--- src/rtl/tihr_pkg.sv ---
`timescale 1ns / 1ps
// ----------------------------------------------------------------------------
// tihr_pkg
// shared types, constants and checksum helper for the header rewriter
// ----------------------------------------------------------------------------
package tihr_pkg;

	localparam int unsigned CfgIdxW   = 3;
	localparam int unsigned CfgDataW  = 48;
	localparam int unsigned QueueDepth = 4;

	// register indexes
	localparam logic [CfgIdxW-1:0] REG_MAC0  = 3'd0;
	localparam logic [CfgIdxW-1:0] REG_MAC1  = 3'd1;
	localparam logic [CfgIdxW-1:0] REG_VIRT0 = 3'd2;
	localparam logic [CfgIdxW-1:0] REG_VIRT1 = 3'd3;
	localparam logic [CfgIdxW-1:0] REG_WAN0  = 3'd4;
	localparam logic [CfgIdxW-1:0] REG_WAN1  = 3'd5;
	localparam logic [CfgIdxW-1:0] REG_LAN   = 3'd6;

	localparam logic [15:0] ET_IPV4  = 16'h0800;
	localparam logic [15:0] ET_ARP   = 16'h0806;
	localparam logic [15:0] ARP_REQ  = 16'd1;
	localparam logic [15:0] ARP_REP  = 16'd2;
	localparam logic [7:0]  PROTO_ICMP = 8'd1;
	localparam logic [7:0]  PROTO_TCP  = 8'd6;
	localparam logic [7:0]  PROTO_UDP  = 8'd17;
	localparam logic [31:0] NET24    = 32'hffffff00;
	localparam logic [7:0]  ICMP_UNREACH = 8'd3;

	// rewrite action chosen by the front part
	typedef enum logic [3:0] {
		ACT_PASS,
		ACT_IP_SRC,      // lan->wan ip source to virtual
		ACT_IP_DST,      // wan->lan ip destination to wan
		ACT_SRC_COPY,    // arp source takes target
		ACT_SRC_SET,     // arp source takes value
		ACT_BOTH_SET,    // arp source and target take value
		ACT_DST_SET      // arp target takes value
	} act_t;

	// classified beat between front and back
	typedef struct packed {
		act_t        act;
		logic [31:0] val;        // new address value
		logic        tsum_upd;   // transport sum follows
		logic        udp;        // zero udp sum stays zero
		logic        icmp_inner; // embedded header rewrite
		logic [31:0] src;
		logic [31:0] dst;
		logic [15:0] hsum;
		logic [15:0] tsum;
		logic [31:0] inner;
	} cls_t;

	typedef struct packed {
		logic [31:0] new_source;
		logic [31:0] new_target;
		logic [15:0] new_header_sum;
		logic [15:0] new_transport_sum;
		logic [31:0] new_inner_source;
		logic        was_modified;
	} res_t;

	// incremental ones'-complement update
	function automatic logic [15:0] csum_adjust(input logic [15:0] sum,
		input logic [31:0] oldv, input logic [31:0] newv);
		logic [31:0] inv;
		logic [18:0] acc;
		logic [16:0] f1;
		logic [15:0] f2;
		inv = ~oldv;
		acc = {3'b0, ~sum} + {3'b0, inv[31:16]} + {3'b0, inv[15:0]}
			+ {3'b0, newv[31:16]} + {3'b0, newv[15:0]};
		f1 = {1'b0, acc[15:0]} + {14'b0, acc[18:16]};
		f2 = f1[15:0] + {15'b0, f1[16]};
		return ~f2;
	endfunction

endpackage

--- src/rtl/tihr_front.sv ---
`timescale 1ns / 1ps
// ----------------------------------------------------------------------------
// tihr_front
// holds configuration and skip flags, classifies each beat into an action
// ----------------------------------------------------------------------------
module tihr_front import tihr_pkg::*; (
	input  logic                clk,
	input  logic                arst_n,
	input  logic                cfg_we,
	input  logic [CfgIdxW-1:0]  cfg_index,
	input  logic [CfgDataW-1:0] cfg_data,
	input  logic                take,
	input  logic                direction,
	input  logic [47:0]         station_mac,
	input  logic [15:0]         ether_type,
	input  logic [15:0]         arp_opcode,
	input  logic [31:0]         addr_source,
	input  logic [31:0]         addr_target,
	input  logic [15:0]         ip_header_sum,
	input  logic [7:0]          ip_proto,
	input  logic [15:0]         fragment_field,
	input  logic [15:0]         transport_sum,
	input  logic [15:0]         icmp_kind,
	input  logic [31:0]         inner_source,
	output cls_t                cls
);

	logic [47:0] mac0_q, mac1_q;
	logic [31:0] virt0_q, virt1_q, wan0_q, wan1_q, lan_q;
	logic [1:0]  skip_q;

	// configuration registers
	always_ff @(posedge clk or negedge arst_n) begin
		if (!arst_n) begin
			mac0_q <= '0; mac1_q <= '0; virt0_q <= '0; virt1_q <= '0;
			wan0_q <= '0; wan1_q <= '0; lan_q <= '0;
		end else if (cfg_we) begin
			unique case (cfg_index)
				REG_MAC0:  mac0_q  <= cfg_data;
				REG_MAC1:  mac1_q  <= cfg_data;
				REG_VIRT0: virt0_q <= cfg_data[31:0];
				REG_VIRT1: virt1_q <= cfg_data[31:0];
				REG_WAN0:  wan0_q  <= cfg_data[31:0];
				REG_WAN1:  wan1_q  <= cfg_data[31:0];
				REG_LAN:   lan_q   <= cfg_data[31:0];
				default: ;
			endcase
		end
	end

	logic        m0, m1, cloned, id, frag_ok, lan_src;
	logic [31:0] virt_id, wan_id, gw;
	logic        skip_we, skip_val, id_eff;
	logic        tsum_ok;

	// classification
	always_comb begin
		m0 = station_mac == mac0_q;
		m1 = station_mac == mac1_q;
		cloned = m0 | m1;
		id = m1;
		frag_ok = fragment_field[7:0] == 8'h00;
		lan_src = (lan_q & NET24) == (addr_source & NET24);
		gw = (virt0_q & NET24) | 32'h1;
		tsum_ok = frag_ok && (ip_proto == PROTO_UDP || ip_proto == PROTO_TCP);
		id_eff = id;
		skip_we = 1'b0;
		skip_val = 1'b0;
		cls.act = ACT_PASS;
		cls.val = '0;
		cls.tsum_upd = 1'b0;
		cls.udp = ip_proto == PROTO_UDP;
		cls.icmp_inner = 1'b0;
		cls.src = addr_source;
		cls.dst = addr_target;
		cls.hsum = ip_header_sum;
		cls.tsum = transport_sum;
		cls.inner = inner_source;
		if (!cloned && direction == 1'b0 && ether_type == ET_ARP
			&& arp_opcode == ARP_REP) begin
			if (addr_target == virt0_q) id_eff = 1'b0;
			else if (addr_target == virt1_q) id_eff = 1'b1;
		end
		virt_id = id_eff ? virt1_q : virt0_q;
		wan_id = id_eff ? wan1_q : wan0_q;
		if (virt0_q != '0 || virt1_q != '0) begin
			if (direction == 1'b0) begin
				if (ether_type == ET_IPV4 && cloned) begin
					if (lan_src || addr_source == '0) begin
						skip_we = 1'b1; skip_val = 1'b1;
					end else begin
						cls.act = ACT_IP_SRC; cls.val = virt_id;
						cls.tsum_upd = tsum_ok;
						skip_we = 1'b1; skip_val = 1'b0;
					end
				end else if (ether_type == ET_ARP) begin
					if (arp_opcode == ARP_REQ && cloned) begin
						priority if (lan_src) begin
							skip_we = 1'b1; skip_val = 1'b1;
						end else if (addr_source == '0) begin
							cls.act = ACT_SRC_COPY;
						end else if (addr_source != addr_target
							&& addr_source != virt_id) begin
							cls.act = ACT_SRC_SET; cls.val = virt_id;
							skip_we = 1'b1; skip_val = 1'b0;
						end else if (addr_source == addr_target
							&& addr_source == wan_id) begin
							cls.act = ACT_BOTH_SET; cls.val = virt_id;
						end else begin
							cls.act = ACT_PASS;
						end
					end else if (arp_opcode == ARP_REP
						&& addr_source != addr_target) begin
						if (addr_source == wan_id && cloned) begin
							cls.act = ACT_SRC_SET; cls.val = virt_id;
						end else if (addr_source == gw && !cloned
							&& (addr_target == virt0_q || addr_target == virt1_q)) begin
							cls.act = ACT_DST_SET; cls.val = wan_id;
						end
					end
				end
			end else begin
				if (ether_type == ET_IPV4) begin
					if (!skip_q[id] && virt_id != '0 && cloned) begin
						cls.act = ACT_IP_DST; cls.val = wan_id;
						cls.tsum_upd = tsum_ok;
						cls.icmp_inner = ip_proto == PROTO_ICMP
							&& icmp_kind[15:8] == ICMP_UNREACH
							&& (icmp_kind[7:0] == 8'd3 || icmp_kind[7:0] == 8'd4);
					end
				end else if (ether_type == ET_ARP && skip_q != 2'b11) begin
					if (arp_opcode == ARP_REQ) begin
						priority if (addr_target == virt0_q && !skip_q[0]) begin
							cls.act = ACT_DST_SET; cls.val = wan0_q;
						end else if (addr_target == virt1_q && !skip_q[1]) begin
							cls.act = ACT_DST_SET; cls.val = wan1_q;
						end else if (addr_source == wan0_q || addr_source == wan1_q) begin
							cls.act = ACT_SRC_SET; cls.val = gw;
						end else begin
							cls.act = ACT_PASS;
						end
					end else if (arp_opcode == ARP_REP && addr_target == virt_id) begin
						cls.act = ACT_DST_SET; cls.val = wan_id;
					end
				end
			end
		end
	end

	// per-slot skip flags
	always_ff @(posedge clk or negedge arst_n) begin
		if (!arst_n) skip_q <= 2'b11;
		else if (take && skip_we) skip_q[id_eff] <= skip_val;
	end

endmodule

--- src/rtl/tihr_back.sv ---
`timescale 1ns / 1ps
// ----------------------------------------------------------------------------
// tihr_back
// applies the rewrite, updates checksums, one beat per cycle unless stalled
// ----------------------------------------------------------------------------
module tihr_back import tihr_pkg::*; (
	input  logic clk,
	input  logic arst_n,
	input  logic in_valid,
	output logic in_ready,
	input  cls_t in_cls,
	output logic out_valid,
	input  logic out_ready,
	output res_t out_res
);

	res_t r;
	logic [31:0] oldv;
	logic [15:0] hs_new, ts_new, ts_inner;

	// rewrite datapath
	always_comb begin
		oldv = in_cls.act == ACT_IP_SRC ? in_cls.src : in_cls.dst;
		hs_new = csum_adjust(in_cls.hsum, oldv, in_cls.val);
		ts_new = csum_adjust(in_cls.tsum, oldv, in_cls.val);
		ts_inner = csum_adjust(in_cls.tsum, in_cls.inner, in_cls.val);
		r.new_source = in_cls.src;
		r.new_target = in_cls.dst;
		r.new_header_sum = in_cls.hsum;
		r.new_transport_sum = in_cls.tsum;
		r.new_inner_source = in_cls.inner;
		r.was_modified = in_cls.act != ACT_PASS;
		unique case (in_cls.act)
			ACT_IP_SRC, ACT_IP_DST: begin
				if (in_cls.act == ACT_IP_SRC) r.new_source = in_cls.val;
				else r.new_target = in_cls.val;
				r.new_header_sum = hs_new;
				if (in_cls.tsum_upd && !(in_cls.udp && in_cls.tsum == '0))
					r.new_transport_sum = ts_new;
				else if (in_cls.icmp_inner) begin
					r.new_inner_source = in_cls.val;
					r.new_transport_sum = ts_inner;
				end
			end
			ACT_SRC_COPY: r.new_source = in_cls.dst;
			ACT_SRC_SET:  r.new_source = in_cls.val;
			ACT_BOTH_SET: begin
				r.new_source = in_cls.val;
				r.new_target = in_cls.val;
			end
			ACT_DST_SET:  r.new_target = in_cls.val;
			default: ;
		endcase
	end

	// output register
	assign in_ready = !out_valid || out_ready;
	always_ff @(posedge clk or negedge arst_n) begin
		if (!arst_n) out_valid <= 1'b0;
		else if (in_ready) out_valid <= in_valid;
	end
	always_ff @(posedge clk) begin
		if (in_ready && in_valid) out_res <= r;
	end

endmodule

--- src/rtl/tihr_queue.sv ---
`timescale 1ns / 1ps
// ----------------------------------------------------------------------------
// tihr_queue
// short beat queue between classifier and rewrite stage
// ----------------------------------------------------------------------------
module tihr_queue import tihr_pkg::*; #(
	parameter int unsigned Depth = QueueDepth
) (
	input  logic clk,
	input  logic arst_n,
	input  logic push,
	input  cls_t push_data,
	output logic full,
	input  logic pop,
	output logic valid,
	output cls_t pop_data
);

	localparam int unsigned AW = (Depth > 1) ? $clog2(Depth) : 1;

	cls_t           mem_q [Depth];
	logic [AW-1:0]  wr_q, rd_q;
	logic [AW:0]    cnt_q;

	assign full = cnt_q == (AW+1)'(Depth);
	assign valid = cnt_q != '0;
	assign pop_data = mem_q[rd_q];

	// storage
	always_ff @(posedge clk) begin
		if (push && !full) mem_q[wr_q] <= push_data;
	end

	// pointers
	always_ff @(posedge clk or negedge arst_n) begin
		if (!arst_n) begin
			wr_q <= '0; rd_q <= '0; cnt_q <= '0;
		end else begin
			if (push && !full)
				wr_q <= (wr_q == AW'(Depth - 1)) ? '0 : wr_q + 1'b1;
			if (pop && valid)
				rd_q <= (rd_q == AW'(Depth - 1)) ? '0 : rd_q + 1'b1;
			cnt_q <= cnt_q + (AW+1)'(push && !full) - (AW+1)'(pop && valid);
		end
	end

endmodule

--- src/rtl/twin_ip_header_rewriter_core.sv ---
`timescale 1ns / 1ps
// path: a pushed beat goes to the queue, then to the output (empty goes low)
// throughput: one beat per cycle while the output is not held, set by the
//   combinational classifier and registered rewrite behind a four-entry queue
// reset: asynchronous, clears queue pointers, output valid, configuration
//   registers and sets both slot skip flags
// ----------------------------------------------------------------------------
// twin_ip_header_rewriter_core
// top level: front classifier, beat queue, rewrite back end
// ----------------------------------------------------------------------------
module twin_ip_header_rewriter_core import tihr_pkg::*; #(
	parameter int unsigned Depth = QueueDepth
) (
	input  logic                clk,
	input  logic                arst_n,
	input  logic                cfg_we,
	input  logic [CfgIdxW-1:0]  cfg_index,
	input  logic [CfgDataW-1:0] cfg_data,
	input  logic                push,
	output logic                full,
	input  logic                direction,
	input  logic [47:0]         station_mac,
	input  logic [15:0]         ether_type,
	input  logic [15:0]         arp_opcode,
	input  logic [31:0]         addr_source,
	input  logic [31:0]         addr_target,
	input  logic [15:0]         ip_header_sum,
	input  logic [7:0]          ip_proto,
	input  logic [15:0]         fragment_field,
	input  logic [15:0]         transport_sum,
	input  logic [15:0]         icmp_kind,
	input  logic [31:0]         inner_source,
	output logic                empty,
	input  logic                pop,
	output logic [31:0]         new_source,
	output logic [31:0]         new_target,
	output logic [15:0]         new_header_sum,
	output logic [15:0]         new_transport_sum,
	output logic [31:0]         new_inner_source,
	output logic                was_modified
);

	cls_t cls, q_data;
	logic q_valid, q_pop, out_valid;
	res_t res;

	tihr_front u_front (
		.clk, .arst_n, .cfg_we, .cfg_index, .cfg_data,
		.take(push && !full), .direction, .station_mac, .ether_type,
		.arp_opcode, .addr_source, .addr_target, .ip_header_sum, .ip_proto,
		.fragment_field, .transport_sum, .icmp_kind, .inner_source, .cls
	);

	tihr_queue #(.Depth(Depth)) u_queue (
		.clk, .arst_n, .push, .push_data(cls), .full,
		.pop(q_pop), .valid(q_valid), .pop_data(q_data)
	);

	tihr_back u_back (
		.clk, .arst_n, .in_valid(q_valid), .in_ready(q_pop), .in_cls(q_data),
		.out_valid, .out_ready(pop), .out_res(res)
	);

	assign empty = !out_valid;
	assign new_source = res.new_source;
	assign new_target = res.new_target;
	assign new_header_sum = res.new_header_sum;
	assign new_transport_sum = res.new_transport_sum;
	assign new_inner_source = res.new_inner_source;
	assign was_modified = res.was_modified;

endmodule

--- config.mk ---
export PLATFORM = sky130hd
export DESIGN_NAME = twin_ip_header_rewriter_core
export DESIGN_NICKNAME = d
export VERILOG_FILES = /design/src/rtl/tihr_pkg.sv /design/src/rtl/tihr_front.sv /design/src/rtl/tihr_back.sv /design/src/rtl/tihr_queue.sv /design/src/rtl/twin_ip_header_rewriter_core.sv
export SDC_FILE = /design/constraint.sdc
export NUM_CORES = 2
export LEC_CHECK = 0
export BUFFER_PORTS_ARGS = -buffer_cell sky130_fd_sc_hd__buf_2
export CORE_ASPECT_RATIO = 0.75
export CORE_MARGIN = 1
export CORE_UTILIZATION = 61
export DETAILED_ROUTE_END_ITERATION = 10
export GPL_TIMING_DRIVEN = 0
export PLACE_DENSITY_LB_ADDON = 0.15
export SLEW_MARGIN = 20
export SYNTH_ARGS = -nofsm -noshare
export SYNTH_HDL_FRONTEND = slang
export SYNTH_SLANG_ARGS = --single-unit
--- constraint.sdc ---
create_clock -name clk -period 14.75 [get_ports clk]
set_input_delay 0.7375 -clock clk [delete_from_list [all_inputs] [get_ports clk]]
set_output_delay 0.7375 -clock clk [all_outputs]
set_load 0.05 [all_outputs]
==> impl_metrics.toml <==
[route]
vias = 43000
drc = 0
wl_mm = 216
drtPass1Iterations = 7
drtIter0Drc = 7575
ant_nets = 0
via_per_inst = 6.96
wl_per_cell_um = 35.0

[sta]
fmax_mhz = 74.2
fin_crit_sh_pct = 91.4
rsz0062_at_grt = "no"
report.final.slew_viol_count = 0
worst_pin_slew_ns = 1.36
relSlewSlack_pct = 9.62
finalHoldViolCount = 0
setup_violations = 0
post-route-min-period_ns = 13.48
finClkSkew_ns = 0.0607
timing.setup.tns_ns = 0

[synthesis]
synth_top_area_cell = "edfxtp_1"
syn_nets = 4838
yosysTopAreaCellShare_pct = 42.2
synth.area.top_cells = "edfxtp_1 42%, dfrtp_1 11%, mux4_2 6.6%"
ys.flop_type = "edfxtp_1"
ys_ff_latch = 1051
synth_edf_count = 793
yosysWarnings = 0
yosysSeqAreaShare_pct = 53.7
syn_avg_cell_area_um2 = 13.1
synth_cell_types = 102
syn_inst = 4308
synthArstFlopShare_pct = 24.5
syn_area_um2 = 56400

[grt]
grt_pass1_wl_mm = 297
grt_overflow = 0
track_usage_pct = 45.6
grt_pass1_vias = 39600
grt_start_max_net_pins = 103
antenna_found_initial = 35

[flow_run]
drv_cap = 0

[critical_path]
crit_arrival_ns = 13.90
path_class = "reg -> reg"
critPathRequiredTime_ns = 15.17
end_kind = "flop"
path_max_fanout = 18
crit_path_start_kind = "flop"
crit_path_max_incr_delay_ns = 0.69
critPathSlowestCell = "buf_1"

[floorplan]
core_um2 = 91500
dieArea_um2 = 93700
die_w_um = 353
fp-row-count = 96
start_util_pct = 61.6
io_pins = 436
die_h_um = 265

[clocking]
cts-root-buf = "clkbuf_16"
cts.sinks = 1051
clk_path_buf_depth = 3
h-tree-depth = 3
clk_pin_slew_ns = 0.07
cts_made_buffers = 98
cts_setup_buffers = 0
insertion_delay_ns = 0.75
cts_tree = "yes"

[status]
status = "completed"

[placed_design]
port_buffers = 425
routabilityCongestion = 1.13
dp_hpwl_mm = 164

[final_layout]
synthToLayoutAreaGrowth_pct = 13.7
nFillCells = 6391
fin_nets = 5388
drive_above_1_share_pct = 23.7

[hold_path]
hp-class = "in -> async"
-- logic make-up after synthesis --
group / synth area share [%]
simple gates: 7.91
compound gates: 8.01
flops: 53.7
buf+inv: 3.22
mux: 13.6
fa+ha+maj: 6.40
xor+xnor: 7.16
-- per-stage QoR --
stage	util [%]	hold slack (ns)	setup slack [ns]	cell area, um2	instances
6_report	70.1	0.00254	1.27	64200	6178
5_1_grt	70.1	0.0417	0.309	64100	6167
4_1_cts	70.0	0.0160	0.488	64100	6163
3_5_place_dp	66.4	0.516	0.648	60700	5982
3_3_place_gp	65.6	0.509	0.190	60100	5958
2_1_floorplan	-	0.442	3.43	56400	4308
-- state kept, by name, indices dropped and copies added, names as in the netlist --
| name | count |
|---|---|
| u_front.virt1_q | 32 |
| u_back.out_valid | 1 |
| u_front.mac1_q | 48 |
| u_front.wan0_q | 32 |
| u_front.lan_q | 24 |
| u_queue.cnt_q | 3 |
| u_back.out_res | 129 |
| u_queue.wr_q | 2 |
| u_queue.rd_q | 2 |
| u_queue.mem_q | 664 |
| u_front.virt0_q | 32 |
| u_front.skip_q | 2 |
| u_front.mac0_q | 48 |
| u_front.wan1_q | 32 |
-- cells in the mapped netlist, types with 31 or more instances --
cell type	n
edfxtp_1	793
mux2_2	285
xor2_1	280
dfrtp_1	256
inv_1	252
nand2_1	225
nor2_1	200
xnor2_1	181
o21ai_0	167
mux4_2	166
clkbuf_1	165
a21oi_1	163
ha_1	122
fa_1	103
nor4_1	98
o22ai_1	96
mux2i_1	69
nand3_1	68
nand4_1	54
nor3_1	49
a22oi_1	33
a21o_1	32
buf_1	31
-- worst paths after layout --
check,cells after the start,end,slack [ns],from
max in group asynchronous,2,u_front.wan1_q[20],13.74,arst_n
worst max-delay path,47,u_back.out_res[63],1.27,u_queue.rd_q[1]
min in group clk,1,u_queue.mem_q[1][36],0.21,transport_sum[4]
worst max register to register,47,u_back.out_res[63],1.27,u_queue.rd_q[1]
worst min register to register,1,u_front.lan_q[30],0.53,u_front.lan_q[30]
worst min-delay path,1,u_front.mac0_q[43],0.003,arst_n
-- routing by layer --
metal | GRT usage [%] | vias up | share of wire [%]
met2 | 58.6 | 3747 | 39
met5 | 0.718 | - | 0.13
met3 | 24.1 | 507 | 19
met4 | 12.5 | 30 | 3.3
met1 | 66.6 | 21500 | 39
li1 | - | 17200 | -
-- final cells by class --
class                   count  area (um2)  share of cell area [%]
plain buffers             216         881                    1.37
well taps                1225        1530                    2.39
clock buffers             130        2730                    4.25
clock inverters            51         614                   0.958
diodes                     14        35.0                  0.0546
inverters                 252         946                    1.47
flip-flops and latches   1051       30300                    47.2
multi-input cells        2787       24400                    38.0
repair buffers            452        2780                    4.34
-- critical path, delay by kind of cell, from the launching register on --
kind / cells / cell delay, ns
AOI/OAI and AO/OA: 12 / 2.32
and+or+nand+nor: 14 / 3.26
adders and majority gates: 9 / 3.31
muxes: 2 / 0.63
DFF: 1 / 0.35
xor gates and xnor gates: 3 / 0.61
buffers and inverters: 7 / 2.67
-- placed cells by master, fill, tap and decap left out, types with 19 or more instances in the layout --
cell type,count
a21oi_1,162
o22ai_1,96
buf_1,23
nand3_1,68
xnor2_1,181
fa_1,103
buf_2,447
nand2b_1,27
clkbuf_16,99
ha_1,122
o21ai_0,167
mux2_2,285
xor2_1,280
and3_1,28
edfxtp_1,793
a21o_1,32
nor2_1,200
nor2b_1,29
nor3_1,48
clkbuf_1,174
inv_1,252
nand4_1,54
buf_16,20
mux4_2,166
a22oi_1,33
o221ai_1,19
dfrtp_1,256
mux2i_1,69
nand2_1,225
nor4_1,94
-- repair_timing --
item                       4_1_cts  5_1_grt
setup endpoints to repair        0        7
resized for setup                0        3
hold buffers                     0        0
Power is not shown: default switching activity piles up to over one toggle a cycle in this logic, so the estimate is an artifact.
